## config.mk

```make
export PLATFORM = sky130hd
export DESIGN_NAME = vsd_queue
export DESIGN_NICKNAME = d
export VERILOG_FILES = /design/src/hw/rtl/vsd_pkg.sv /design/src/hw/rtl/vsd_queue.sv
export SDC_FILE = /design/constraint.sdc
export NUM_CORES = 1
export LEC_CHECK = 0
export BUFFER_PORTS_ARGS = -buffer_cell sky130_fd_sc_hd__clkbuf_2
export CORE_MARGIN = 5
export CORE_UTILIZATION = 46
export CTS_CLUSTER_DIAMETER = 60
export DETAILED_ROUTE_END_ITERATION = 8
export PLACE_DENSITY = 0.66
export SYNTH_ARGS = -nofsm -noshare
export SYNTH_HDL_FRONTEND = slang
export SYNTH_SLANG_ARGS = --single-unit
```

## constraint.sdc

```tcl
create_clock -name i_clk -period 4.7 [get_ports i_clk]
set_input_delay 0 -clock i_clk [delete_from_list [all_inputs] [get_ports i_clk]]
set_output_delay 0 -clock i_clk [all_outputs]
set_load 0.05 [all_outputs]
```

## src/hw/rtl/vsd_pkg.sv

```systemverilog
// ----------------------------------------------------------------------------
// vsd_pkg
// Shared types and fixed-point constants of the vehicle stuck detector.
// ----------------------------------------------------------------------------
package vsd_pkg;

    localparam int CFG_W   = 15;
    localparam int SCORE_W = 15;
    localparam int Q_DEPTH = 4;
    localparam int Q_AW    = $clog2(Q_DEPTH);
    localparam int Q_CW    = $clog2(Q_DEPTH + 1);

    localparam logic [SCORE_W-1:0] SCORE_ONE = 15'd16384;
    localparam logic [SCORE_W-1:0] SCORE_MAX = 15'd32767;
    localparam logic [SCORE_W-1:0] TRAJ_STEP = 15'd2458;
    localparam logic [SCORE_W-1:0] VEL_STEP  = 15'd1638;

    localparam logic [13:0] KEEP_COEF = 14'd13107;
    localparam logic [11:0] NEW_COEF  = 12'd3277;
    localparam logic [13:0] HALF_Q14  = 14'd8192;

    localparam logic [CFG_W-1:0] MIN_MOVE_RST   = 15'd102;
    localparam logic [CFG_W-1:0] MIN_TURN_RST   = 15'd1024;
    localparam logic [CFG_W-1:0] STILL_RATE_RST = 15'd328;

    typedef enum logic [1:0] {
        CFG_MIN_MOVE   = 2'd0,
        CFG_MIN_TURN   = 2'd1,
        CFG_STILL_RATE = 2'd2
    } t_cfg_idx;

    typedef enum logic {
        OP_POINT    = 1'b0,
        OP_VELOCITY = 1'b1
    } t_op;

    typedef struct packed {
        logic [CFG_W-1:0] min_move;
        logic [CFG_W-1:0] min_turn;
        logic [CFG_W-1:0] still_rate;
    } t_cfg;

    typedef struct packed {
        logic from_velocity;
        logic evidence;
    } t_decision;

endpackage

```

## src/hw/rtl/vsd_queue.sv

```systemverilog
// ----------------------------------------------------------------------------
// vsd_queue
// Short decision queue between the classifying front and the scoring back.
// ----------------------------------------------------------------------------
module vsd_queue (
    input  logic                i_clk,
    input  logic                i_rst_n,
    input  logic                i_push,
    input  vsd_pkg::t_decision  i_dec,
    output logic                o_full,
    output logic                o_empty,
    input  logic                i_pop,
    output vsd_pkg::t_decision  o_dec
);
    import vsd_pkg::*;

    t_decision             r_mem [Q_DEPTH];
    logic [Q_AW-1:0]       r_wr_ptr, r_rd_ptr;
    logic [Q_CW-1:0]       r_count;
    logic                  w_push, w_pop;

    assign o_full  = (r_count == Q_CW'(Q_DEPTH));
    assign o_empty = (r_count == '0);
    assign w_push  = i_push && !o_full;
    assign w_pop   = i_pop && !o_empty;
    assign o_dec   = r_mem[r_rd_ptr];

    always_ff @(posedge i_clk) begin
        if (w_push) begin
            r_mem[r_wr_ptr] <= i_dec;
        end
    end

    always_ff @(posedge i_clk) begin
        if (!i_rst_n) begin
            r_wr_ptr <= '0;
            r_rd_ptr <= '0;
            r_count  <= '0;
        end else begin
            if (w_push) begin
                r_wr_ptr <= r_wr_ptr + 1'b1;
            end
            if (w_pop) begin
                r_rd_ptr <= r_rd_ptr + 1'b1;
            end
            r_count <= r_count + Q_CW'(w_push) - Q_CW'(w_pop);
        end
    end

    a_no_overflow: assert property (@(posedge i_clk) disable iff (!i_rst_n)
        !(i_push && o_full))
        else $error("decision pushed into full queue");

    a_count_bound: assert property (@(posedge i_clk) disable iff (!i_rst_n)
        r_count <= Q_CW'(Q_DEPTH))
        else $error("queue count out of range");

endmodule

```

## Word level (Yosys, flattened, before mapping)

Memory sizes are Yosys's and may differ from the RTL's. A register that Yosys moved wholly into a read port is not among the register bits.
Index checks and enable logic that the tools add are counted.

| storage, ports and cells | value |
|---|---|
| bits in registers | 7 |
| RAM bits | 8 |
| output and inout port bits | 4 |
| logic and storage cells | 18 |
| memories kept | 1 |

Memories:

| name | words | width | read ports | clocked after Yosys merged registers in | wr ports | RTL line | source |
|---|---|---|---|---|---|---|---|
| r_mem | 4 | 2 | 1 | 1 | 1 | vsd_queue.sv:17 | `t_decision r_mem [Q_DEPTH];` |

| operators by class | value |
|---|---|
| $add $sub $neg | 4 |
| eq/ne operators | 1 |
| multiplexer cells | 4 |
| reductions and logical operators | 5 |

Operators with widths:

| operator | number |
|---|---|
| 2-bit by 1-bit adder with 2-bit output (second input constant) | 2 |
| 2-bit two-way mux | 2 |
| 3-bit by 1-bit adder with 3-bit output | 1 |
| 3-bit equality test (second input constant) | 1 |
| 3-bit logical NOT | 1 |
| 3-bit by 1-bit subtractor with 3-bit output | 1 |
| 1-bit logical AND | 2 |
| 1-bit logical NOT | 2 |
| 1-bit two-way mux | 2 |

## Depth between registers and ports, before layout

| depth | value |
|---|---|
| depth in word-level cells | 5 |
| mapped depth | 12 |
| gate-level depth less buffers | 11 |

## Worst setup path before layout

OpenSTA, ideal clock, no wires.

| timing path | value |
|---|---|
| kind | reg2reg |
| from | register r_count[1] |
| to | register r_count[2] |
| library setup time | 115 ps |
| data arrival time | 2596 ps |
| data required time | 4585 ps |
| setup slack | 1989 ps |
| cell stages (with the launch flop) | 13 |
| path buffers | 1 |
| path through | dfxtp_1 nor3b_2 nor2b_1 buf_6 inv_1 ha_1 inv_1 ha_1 inv_1 fa_1 xnor2_1 xnor2_1 and2_1 |

| on the way | value |
|---|---|
| cells in the longest elaborated chain, start to end | 5 |

Ends and longest elaborated chain:

| item | RTL line | source |
|---|---|---|
| start: declaration | vsd_queue.sv:19 | `logic [Q_CW-1:0] r_count;` |
| start signal: assignment | vsd_queue.sv:46 | `r_count <= r_count + Q_CW'(w_push) - Q_CW'(w_pop);` |
| 3-bit equality test | vsd_queue.sv:22 | `assign o_full = (r_count == Q_CW'(Q_DEPTH));` |
| net o_full | vsd_queue.sv:10 | `output logic o_full,` |
| 1-bit logical NOT | vsd_queue.sv:24 | `assign w_push = i_push && !o_full;` |
| 1-bit logical AND | vsd_queue.sv:24 |  |
| 3-bit by 1-bit adder with 3-bit output | vsd_queue.sv:46 |  |
| 3-bit by 1-bit subtractor with 3-bit output | vsd_queue.sv:46 |  |

The timed path passes the listed nets, and every way through them passes these cells.
A chain may end at the register's enable or synchronous reset.

## Final worst setup path

| timing path | value |
|---|---|
| from | register r_count[1] |
| to | register r_count[2] |

| on the way | value |
|---|---|
| cells in the longest elaborated chain, start to end | 5 |

Ends and longest elaborated chain:

| item | RTL line |
|---|---|
| 3-bit equality test | vsd_queue.sv:22 |
| 1-bit logical NOT | vsd_queue.sv:24 |
| 1-bit logical AND | vsd_queue.sv:24 |
| 3-bit by 1-bit adder with 3-bit output | vsd_queue.sv:46 |
| 3-bit by 1-bit subtractor with 3-bit output (*) | vsd_queue.sv:46 |

Every way passes the cells marked *; elsewhere a longest branch is shown, timed or not.

==> metrics <==
status=completed; Diodes inserted=0; kind of critical path=reg2reg; hold path depth=3; largest net degree at the start of global routing=11; number of setup buffers added after CTS=0; All-Layer GR Usage=0.08929; CTS Buf Count=3; part of the cycle the worst path needs=0.5194; delay of the slowest critical-path stage=0.46 ns; CTS root buffer=clkbuf_4; H-tree depth=1; Final HPWL DP=793.7 um; crit path launch type=flop; Slew @ Worst Pin=0.4681 ns; via count=432; CTS tree=yes; Power Density=522.1 nW/um^2; critical path peak fanout=7; clock transition at the registers of the reported paths=0.09 ns; worst skew pair latency=0.27 ns; highest metal used=met4; CTS max path bufs=2; Yosys reg bits=17; wire per inst=11.01 um; # setup viols final=0; clock sink count=17; R2R depth=11; Die H=51 um; std cell rows=14; Final Net Count=87; Critical Path RT=4.88 ns; unrepaired setup endpoints after global routing=no; Placed Cells=83; Final Max Tran Viols=0; synth warn=0; library cells used by synthesis=19; core area=1559 um^2; Die ar.=2601 um^2; Detailed Route Iter0 Violations=1; Avg Cell Area, Syn=12.89 um^2; dpl ws=2.254 ns; initial antenna violation count=0; Tmin final=2.441 ns; worst path arrival time=2.62 ns; grt total ovfl=0; P_leak=0.3527 nW; Slowest-stage cell, CP=dfxtp_1; Die W=51 um; worst hold slack=0.04017 ns; ANT nets after route=0; Non-Filler Instances=89; sequential cell area fraction in the yosys report=0.5437; met1 WL=434 um; Fin Setup TNS=0 ns; DR pass1 iterations=2; critical path cell sequence=nor3b_2, nor2b_1, inv_1, ha_1, inv_1, ha_1, inv_1, fa_1, xnor2_1, xnor2_1, and2_1; Mapped Nets=73; Max Cap Viol=0; Hold WC Path Type=in2reg; initial core utilization=0.4960; Synth area leader=edfxtp_1; Worst IR Drop VDD=0.0002680 V; Final GP Congestion=0.6645; Buffers on Ports=9; DRC violations left=0; layout filler cell count=144; metal2 WL=497 um; metal3 WL=32 um; vias in the first global route=438; FMAX=409.6 MHz; setup ws final=2.259 ns; I/O pin total=10; Hold Vio Cnt, Final=0; skew final=0.003658 ns; Slew HR=0.6873; Syn Inst Count=60; most frequent cells in the layout=dfxtp_1, clkbuf_2, edfxtp_1; Crit. End Element=flop; area added between synthesis and finish=12.46%; final wirelength=980 um; fraction of layout cells with a size suffix above 1=0.2192; post-synth top area share=0.3107; synthesized area=773.2 um^2; dominant cells by area after synthesis=edfxtp_1, dfxtp_1, ha_1; most frequent CP cell=inv_1; drt via density=4.854; first-pass GRT wire length=1.718 mm
## path summary, 6_finish.rpt
path	slack, ns	to	startpoint
hold / removal	0.04	r_rd_ptr[0]	i_pop
hold reg to reg	0.49	r_rd_ptr[1]	r_rd_ptr[1]
setup reg to reg	2.26	r_count[2]	r_count[1]
setup / recovery	2.26	r_count[2]	r_count[1]
## per-stage QoR
step,total power [mW],cell area (um^2),util
2_1_floorplan,0.3556,773.2,-
3_3_place_gp,0.3833,823.3,0.5281
3_5_place_dp,0.3874,823.3,0.5281
4_1_cts,0.4626,869.6,0.5578
5_1_grt,0.4863,869.6,0.5578
6_report,0.4540,869.6,0.5578
## synthesized netlist by cell type
cell       count
or3_1          1
o21ai_0        3
nor3_2         1
inv_1          5
dfxtp_1        9
clkbuf_1       1
ha_1           6
xnor2_1        2
mux2i_1        2
nor2b_1        3
mux4_2         2
fa_1           1
and2_1         6
a21boi_1       1
nand4bb_1      1
buf_6          1
nand2_1        6
nor3b_2        1
edfxtp_1       8
## cell type report
type,instances,area [um^2],area share
timing repair buffer,11,65.06,0.07482
sequential,17,420.4,0.4835
inverter,5,18.77,0.02158
clock buffer,4,26.28,0.03022
multi-input combinational,36,319.1,0.3669
tap,16,20.02,0.02302
## cells by family (layout without fill, tap and decap cells)
group / after synthesis / after routing / synth area share
mux: 4 / 4 / 0.08414
fa+ha+maj: 7 / 7 / 0.1230
flops: 17 / 17 / 0.5437
buf+inv: 7 / 20 / 0.04369
simple gates: 19 / 19 / 0.1537
compound gates: 4 / 4 / 0.02912
xor+xnor: 2 / 2 / 0.02266
## timing repair
item	4_1_cts	5_1_grt
resized for setup	0	0
endpoints found under the setup margin	0	0
hold buffers	2	0
endpoints found under the hold margin	8	0
## metal layers
metal,GRT usage,vias to the layer above
li1,-,228
met1,0.1031,197
met2,0.1524,5
met3,0.01744,2
met4,0.05381,0
met5,0,-
## where the power goes
part / total [mW] / internal (mW) / leakage, nW / switching (mW)
Combinational: 0.175 / 0.0679 / 0.190 / 0.107
Sequential: 0.207 / 0.184 / 0.147 / 0.0225
Clock: 0.0724 / 0.0329 / 0.0150 / 0.0395
Total: 0.454 / 0.285 / 0.353 / 0.169
## worst max-delay path: cells and delay by family (launching register included)
family | cells | cell delay [ns]
adder cells (fa/ha/maj) | 3 | 0.80
buffers and inverters | 3 | 0.18
XOR/XNOR | 2 | 0.27
AND/OR/NAND/NOR | 3 | 0.63
flip-flops | 1 | 0.46
No activity file was read; power rests on OpenSTA's default activity.
