$ cat src/hw/rtl/vsd_pkg.sv
// ----------------------------------------------------------------------------
// vsd_pkg
// Shared types and fixed-point constants of the vehicle stuck detector.
// ----------------------------------------------------------------------------
package vsd_pkg;

    localparam int CFG_W   = 15;
    localparam int SCORE_W = 15;
    localparam int Q_DEPTH = 4;
    localparam int Q_AW    = $clog2(Q_DEPTH);
    localparam int Q_CW    = $clog2(Q_DEPTH + 1);

    localparam logic [SCORE_W-1:0] SCORE_ONE = 15'd16384;
    localparam logic [SCORE_W-1:0] SCORE_MAX = 15'd32767;
    localparam logic [SCORE_W-1:0] TRAJ_STEP = 15'd2458;
    localparam logic [SCORE_W-1:0] VEL_STEP  = 15'd1638;

    localparam logic [13:0] KEEP_COEF = 14'd13107;
    localparam logic [11:0] NEW_COEF  = 12'd3277;
    localparam logic [13:0] HALF_Q14  = 14'd8192;

    localparam logic [CFG_W-1:0] MIN_MOVE_RST   = 15'd102;
    localparam logic [CFG_W-1:0] MIN_TURN_RST   = 15'd1024;
    localparam logic [CFG_W-1:0] STILL_RATE_RST = 15'd328;

    typedef enum logic [1:0] {
        CFG_MIN_MOVE   = 2'd0,
        CFG_MIN_TURN   = 2'd1,
        CFG_STILL_RATE = 2'd2
    } t_cfg_idx;

    typedef enum logic {
        OP_POINT    = 1'b0,
        OP_VELOCITY = 1'b1
    } t_op;

    typedef struct packed {
        logic [CFG_W-1:0] min_move;
        logic [CFG_W-1:0] min_turn;
        logic [CFG_W-1:0] still_rate;
    } t_cfg;

    typedef struct packed {
        logic from_velocity;
        logic evidence;
    } t_decision;

endpackage

$ cat src/hw/rtl/vsd_back.sv
// ----------------------------------------------------------------------------
// vsd_back
// Applies queued decisions to the two evidence scores and registers results.
// ----------------------------------------------------------------------------
module vsd_back (
    input  logic                i_clk,
    input  logic                i_rst_n,
    input  logic                i_empty,
    input  vsd_pkg::t_decision  i_dec,
    output logic                o_pop,
    output logic                o_valid,
    input  logic                i_ready,
    output logic                o_stuck,
    output logic                o_from_velocity,
    output logic [14:0]         o_score
);
    import vsd_pkg::*;

    logic [SCORE_W-1:0] r_traj_score, r_vel_score;
    logic [SCORE_W-1:0] n_traj_score, n_vel_score;
    logic               r_o_vld, r_o_stuck, r_o_from_vel;
    logic [SCORE_W-1:0] r_o_score;

    logic [SCORE_W-1:0] w_cur, w_step, w_decay, w_new;
    logic [28:0]        w_prod;
    logic [29:0]        w_round;
    logic [SCORE_W:0]   w_sum;
    logic               w_stuck;

    assign o_pop = !i_empty && (!r_o_vld || i_ready);

    always_comb begin
        w_cur   = i_dec.from_velocity ? r_vel_score : r_traj_score;
        w_step  = i_dec.from_velocity ? VEL_STEP : TRAJ_STEP;
        w_prod  = 29'(w_cur) * 29'(KEEP_COEF);
        w_round = 30'(w_prod) + 30'(HALF_Q14);
        w_decay = w_round[28:14];
        w_sum   = 16'(w_cur) + 16'(w_step);
        if (!i_dec.evidence) begin
            w_new = w_decay;
        end else if (w_sum > 16'(SCORE_MAX)) begin
            w_new = SCORE_MAX;
        end else begin
            w_new = w_sum[SCORE_W-1:0];
        end
        w_stuck = (w_new > SCORE_ONE);

        n_traj_score = r_traj_score;
        n_vel_score  = r_vel_score;
        if (w_stuck) begin
            n_traj_score = '0;
            n_vel_score  = '0;
        end else if (i_dec.from_velocity) begin
            n_vel_score = w_new;
        end else begin
            n_traj_score = w_new;
        end
    end

    always_ff @(posedge i_clk) begin
        if (!i_rst_n) begin
            r_traj_score <= '0;
            r_vel_score  <= '0;
            r_o_vld      <= 1'b0;
        end else begin
            if (o_pop) begin
                r_traj_score <= n_traj_score;
                r_vel_score  <= n_vel_score;
                r_o_vld      <= 1'b1;
            end else if (i_ready) begin
                r_o_vld <= 1'b0;
            end
        end
    end

    always_ff @(posedge i_clk) begin
        if (o_pop) begin
            r_o_stuck    <= w_stuck;
            r_o_from_vel <= i_dec.from_velocity;
            r_o_score    <= w_new;
        end
    end

    assign o_valid         = r_o_vld;
    assign o_stuck         = r_o_stuck;
    assign o_from_velocity = r_o_from_vel;
    assign o_score         = r_o_score;

    a_stuck_clears: assert property (@(posedge i_clk) disable iff (!i_rst_n)
        (o_pop && w_stuck) |=> (r_traj_score == '0 && r_vel_score == '0))
        else $error("scores not cleared after stuck decision");

endmodule

$ cat config.mk
export PLATFORM = sky130hd
export DESIGN_NAME = vsd_back
export DESIGN_NICKNAME = d
export VERILOG_FILES = /design/src/hw/rtl/vsd_pkg.sv /design/src/hw/rtl/vsd_back.sv
export SDC_FILE = /design/constraint.sdc
export NUM_CORES = 1
export LEC_CHECK = 0
export BUFFER_PORTS_ARGS = -buffer_cell sky130_fd_sc_hd__clkbuf_2
export CORE_MARGIN = 2
export CORE_UTILIZATION = 51
export DETAILED_ROUTE_END_ITERATION = 10
export PLACE_DENSITY_LB_ADDON = 0.1
export REMOVE_ABC_BUFFERS = 1
export SLEW_MARGIN = 20
export SYNTH_ARGS = -nofsm -noshare
export SYNTH_HDL_FRONTEND = slang
export SYNTH_SLANG_ARGS = --single-unit
$ cat constraint.sdc
create_clock -name i_clk -period 12.1 [get_ports i_clk]
set_input_delay 2.42 -clock i_clk [delete_from_list [all_inputs] [get_ports i_clk]]
set_output_delay 2.42 -clock i_clk [all_outputs]
set_load 0.03 [all_outputs]
; Word level (Yosys, flattened, before mapping)
; Index checks and enable logic that the tools add are counted.
[totals]
regBits = 48
input_bits = 6
output_inout_bits = 19
elab_cells = 30
[op_classes]
add_sub_neg = 2
n_mul = 1
order_cmp = 2
eq_ne = 1
mux = 10
n_reduce_logical = 8
[ops]
columns = operator, count
row1 = 15-bit two-way mux, 7
row2 = "29-bit by 14-bit adder with 29-bit output, second input constant", 1
row3 = "15-bit by 14-bit multiplier with 29-bit output, second input constant", 1
row4 = 15-bit by 12-bit adder with 16-bit output, 1
row5 = "16-bit by 15-bit > comparator with 1-bit output, second input constant", 1
row6 = "15-bit > comparator, second input constant", 1
row7 = 12-bit two-way mux, 1
row8 = 2-bit AND reduction, 2
row9 = 2-bit nonzero test, 2
row10 = 1-bit logical NOT, 2
row11 = 1-bit two-way mux, 2
row12 = "2-bit by 1-bit inequality test with 1-bit output, second input constant", 1
row13 = 1-bit logical AND, 1
row14 = 1-bit logical OR, 1

; Depth between registers and ports, before layout
[depth]
word_depth = 8
ltp_mapped = 30
depth_no_buf = 23

; Worst setup path before layout
; OpenSTA, ideal clock, no wires.
[synth_path]
path_type = input port to flip-flop
from = in i_dec[1] in the netlist's numbering
to = reg r_traj_score[10]
setup_ns = 0.187
arrival_ns = 9.499
t_required_ns = 11.913
setup_slack_ns = 2.414
stages = 26
n_path_buf = 6
cell_sequence = buf_2 -> buf_2 -> buf_2 -> clkbuf_1 -> buf_1 -> mux2_2 -> ha_1 -> xnor2_1 -> inv_1 -> ha_1 -> fa_1 -> fa_1 -> fa_1 -> inv_1 -> fa_1 -> inv_1 -> ha_1 -> nand3_1 -> a211oi_1 -> a21bo_2 -> a2111oi_0 -> a211o_1 -> nor4_2 -> a31oi_2 -> buf_2 -> a211oi_2
[synth_via]
elab_chain_cells = 8
word_cells_on_any_way = 13
cone_classes = add/sub (2) / mul (1) / order compare (2) / eq/ne (1) / mux (6) / reduce/logical (1)
[synth_rtl]
columns = item, line
row1 = from (decl), vsd_back.sv:9  ; input vsd_pkg::t_decision i_dec,
row2 = branches (longest 4 deep; another with 15-bit by 14-bit multiplier with 29-bit output), --
row3 = 15-bit two-way mux (*), vsd_back.sv:39  ; if (!i_dec.evidence) begin
row4 = named net w_new[3], vsd_back.sv:24  ; logic [SCORE_W-1:0] w_cur, w_step, w_decay, w_new;
row5 = 15-bit > comparator (*), vsd_back.sv:46  ; w_stuck = (w_new > SCORE_ONE);
row6 = named net w_stuck, vsd_back.sv:28  ; logic w_stuck;
row7 = 2-bit by 1-bit inequality test with 1-bit output (no source line), --
row8 = 2-bit AND reduction (no source line), --
row9 = to (signal assigned), vsd_back.sv:67  ; r_traj_score <= n_traj_score;
row10 = to (decl), vsd_back.sv:19  ; logic [SCORE_W-1:0] r_traj_score, r_vel_score;
; Mark *: on every way through the listed nets, which the timed path passes. The select of a mux whose other input is x is not followed.
; A chain may end at the register's enable or synchronous reset.

; Final worst setup path
[layout_path]
from = in i_dec[1] in the netlist's numbering
to = reg r_vel_score[3]
[layout_via]
elab_chain_cells = 8
word_cells_on_any_way = 13
cone_classes = add/sub (2) / mul (1) / order compare (2) / mux (6) / reduce/logical (2)
[layout_rtl]
columns = item, line
row1 = branches (longest 4 deep; another with 15-bit by 14-bit multiplier with 29-bit output), --
row2 = 15-bit two-way mux (*), vsd_back.sv:39
row3 = named net w_new[13], vsd_back.sv:24
row4 = 15-bit > comparator (*), vsd_back.sv:46
row5 = 2-bit nonzero test (no source line), --
row6 = 2-bit AND reduction (no source line), --
row7 = to (signal assigned), vsd_back.sv:68  ; r_vel_score <= n_vel_score;
row8 = to (decl), vsd_back.sv:19
; Marks and branches as above.

==> impl_results.md <==
- Vias in the first global route: 6,335
- Synthesized cell area: 7430 um^2
- Setup Buffers After CTS: 0
- Clock-pin slew on the worst setup and hold paths: 0.07 ns
- CP endpoint kind: register
- CP arrival: 10.83 ns
- RR Startpoint: r_traj_score[3]$_SDFFE_PN0P_
- CTS sink count: 48
- Layout cells sized above 1: 0.108
- Placed Area: 7700 um^2
- Layout Nets: 1,022
- Global Route Usage Sum: 0.274
- Status: finished, final reports clean
- Synth Register Bits: 48
- First-pass GRT wire length: 34,100 um
- Endpoints failing setup: 0
- Die Width: 125 um
- Row Count: 44
- Combinational power share: 0.619
- DR pass1 iterations: 5
- XOR/XNOR Fraction of Synth Area: 0.0153
- Peak VDD IR: 0.0801 mV
- Initial DRC count: 492
- Unrepaired setup endpoints after global routing: false
- Core area: 14,400 um^2
- Worst skew pair latency: 0.29 ns
- Crit path top cell by count: ha_1
- Dpl cells: 1,009
- Bufs and invs on worst path: 5
- Sequential power share: 0.222
- RePlAce Congestion: 0.982
- Switch share: 0.478
- H-Tree Level Count: 2
- Wire per inst: 20.9 um
- CP max stage cell: a2111oi_0
- Unique masters post-synth: 73
- Utilization after layout: 0.546
- Antenna violations before repair: 0
- Remaining antenna violation count: 0
- YS warnings: 0
- Worst Slack Setup Final: 1.41 ns
- Critical Path, Cell by Cell: clkbuf_2 > buf_4 > mux2i_1 > inv_1 > ha_1 > xnor2_1 > inv_1 > ha_1 > or2_2 > fa_1 > fa_1 > fa_1 > ha_1 > ha_1 > a21oi_1 > o21ai_1 > a2111oi_0 > a21oi_1 > or2_1 > a221oi_1 > nor3_1 > a31oi_4 > buf_4 > a221oi_1
- Hold buffer count at CTS: 0
- FMAX: 93.6 MHz
- Total I/O pin count: 25
- Fraction of registers with async set/reset: 0
- CTS buffer count: 5
- Hold_ws: 0.478 ns
- Clk_skew: 0.00446 ns
- Area Overhead vs Synth: 5.62%
- Buffers added on ports: 24
- Design area: 7850 um^2
- Hold path depth: 2
- Sw Pwr: 0.425 mW
- Worst Max-Slew Pin Slew: 0.967 ns
- Root buf cell: clkbuf_16
- Setup WS pre-CTS: 1.23 ns
- Largest family of logic cells by synthesized area: adder cells
- Final critical-path required period: 10.69 ns
- EDFF count, synth: 17
- Hold endpoint: r_traj_score[5]$_SDFFE_PN0P_
- Clock network fraction of design power: 0.160
- Worst R2R Setup Slack: 3.86 ns
- Post-CTS Resized: 0
- Adder-Cell Fraction of Synth Area: 0.370
- Hold Vio Cnt, Final: 0
- Post-Syn Instances: 826
- Hold path startpoint: r_traj_score[5]$_SDFFE_PN0P_
- Total gr overflow: 0
- Synth Area per Inst: 9.00 um^2
- Worst Setup Start Kind: input pin
- Crit-path max FO: 53
- Synth Flop Type: dfxtp_1
- Total power: 0.890 mW
- Synth Area in Simple Gates: 0.139
- Slew margin rel.: 0.338
- Antenna Cells: 0
- CTS max path bufs: 2
- Crit path kind: input pin to register
- Mux contribution to synthesized area: 0.0252
- DIE AREA: 15,600 um^2
- Pint: 0.464 mW
- DRT Wirelength: 21,300 um
- Req. time, crit path: 12.25 ns
- Crit-path leading delay family: adder cells
- Synth Area in Compound Gates: 0.222
- Reg2reg end: r_vel_score[3]$_SDFFE_PN0P_
- CP max stage delay: 0.90 ns
- Register area share after synthesis: 0.152
- Total Negative Setup Slacks: 0 ns
- Slew Viols, Final: 0
- Total number of vias: 6,266
- Final Non-Filler Cells: 1,017
- Reg2Reg Depth: 22
- Final Cycle Share: 0.883
- Initial Util: 0.517
- Pwr/cell area: 113 nW/um^2
- # DRC: 0
- Via/cell ratio: 6.16
- Die Height: 125 um
- CTS tree: done
- Static Leak: 3.90 nW
- Max Cap Viol: 0
- Tightest Hold Check Type: register to register
- Dpl hpwl: 17,700 um
- Largest net degree at the start of global routing: 54
-- worst reg2reg max path: stages (launching register included) --
cell and delay (ns):
dfxtp_1 0.38, nor2b_1 0.21, a21o_1 0.30, ha_1 0.33, xnor2_1 0.41, inv_1 0.10
ha_1 0.19, or2_2 0.30, fa_1 0.52, fa_1 0.52, fa_1 0.44, ha_1 0.29
ha_1 0.43, a21oi_1 0.27, o21ai_1 0.28, a2111oi_0 0.90, a21oi_1 0.26, or2_1 0.30
a221oi_1 0.56, nor3_1 0.23, a31oi_4 0.22, buf_4 0.45, a221oi_1 0.18
-- power by group through the flow --
stage | Sequential (mW) | Combinational (mW) | Clock, mW
after floorplan | 0.216 | 0.386 | 0
after global placement | 0.200 | 0.539 | 0
after detailed placement | 0.201 | 0.544 | 0
after CTS | 0.197 | 0.549 | 0.143
after global routing | 0.199 | 0.619 | 0.149
final | 0.197 | 0.550 | 0.142
-- metal layers --
metal  up-vias  part of all wire  routed length (um)  global-route usage
li1       2989                 -                   -                   -
met1      3081              0.44                9390               0.351
met2       169              0.50               10700               0.497
met3        27             0.033                 697              0.0206
met4         0             0.024                 511              0.0727
met5         -                 0                   0                   0
-- cells by family after synthesis --
logic type	count (synthesis)
AOI/OAI and AO/OA	215
xor gates and xnor gates	13
adders and majority gates	184
buffers and inverters	144
DFF	48
muxes	18
and+or+nand+nor	204
-- sequential cells by signal, summed over array words and instances (netlist names) --
name and count:
o_from_velocity 1, o_score 15, o_stuck 1, o_valid 1
r_traj_score 15, r_vel_score 15
-- Yosys cell counts (9+ instances only) --
cell type / instances / area share
ha_1: 124 / 0.21
o211ai_1: 15 / 0.015
o21a_1: 9 / 0.0091
nor3_1: 16 / 0.011
inv_1: 110 / 0.056
and3_1: 15 / 0.013
nor2_1: 30 / 0.015
a221oi_2: 14 / 0.028
a211oi_2: 9 / 0.015
nand2_1: 69 / 0.035
o21ai_0: 26 / 0.018
a211oi_1: 9 / 0.0091
a21oi_1: 52 / 0.035
nor2b_1: 10 / 0.0084
clkbuf_1: 20 / 0.010
nand3_1: 20 / 0.013
mux2i_1: 12 / 0.016
dfxtp_1: 31 / 0.083
a21o_1: 10 / 0.010
edfxtp_1: 17 / 0.069
fa_1: 60 / 0.16
-- how the worst max path moves through the flow --
| stage | startpoint | endpoint | slack (ns) | cells past startpoint |
|---|---|---|---|---|
| CTS | i_dec[1] | r_vel_score[3]$_SDFFE_PN0P_ | 1.54 | 24 |
| global route | i_dec[1] | r_vel_score[3]$_SDFFE_PN0P_ | 0.97 | 24 |
| detailed placement | i_dec[1] | r_vel_score[3]$_SDFFE_PN0P_ | 1.23 | 24 |
| finish | i_dec[1] | r_vel_score[3]$_SDFFE_PN0P_ | 1.41 | 24 |
| floorplan | i_dec[1] | o_stuck$_DFFE_PP_ | 2.52 | 20 |
| global placement | i_dec[1] | r_vel_score[3]$_SDFFE_PN0P_ | 1.33 | 24 |
-- cell usage in the layout, fill, tap and decap left out, drive strengths merged, types with 7 or more instances in the layout --
master | synthesis | final
o21ai | 33 | 33
nor3 | 16 | 16
edfxtp | 17 | 17
o211ai | 15 | 15
nor2b | 10 | 10
nor2 | 30 | 30
mux2i | 12 | 12
dfxtp | 31 | 31
clkbuf | 21 | 29
a2111oi | 7 | 7
o21a | 9 | 9
nand3 | 20 | 20
inv | 111 | 112
a31oi | 8 | 8
fa | 60 | 60
a41oi | 7 | 7
and3 | 16 | 16
ha | 124 | 124
a21o | 10 | 10
nand2 | 69 | 69
xor2 | 7 | 7
a221oi | 16 | 16
a211oi | 18 | 18
a21oi | 53 | 53
-- area by class of cell --
| class | count | area [um^2] |
|---|---|---|
| fillers | 1340 | 6520 |
| multi-input cells | 634 | 5750 |
| flip-flops and latches | 48 | 1130 |
| inverters | 113 | 424 |
| well taps | 184 | 230 |
| repair buffers | 30 | 165 |
| clock buffers | 5 | 125 |
| clock inverters | 3 | 23.8 |
No activity file was read; power rests on OpenSTA's default activity.
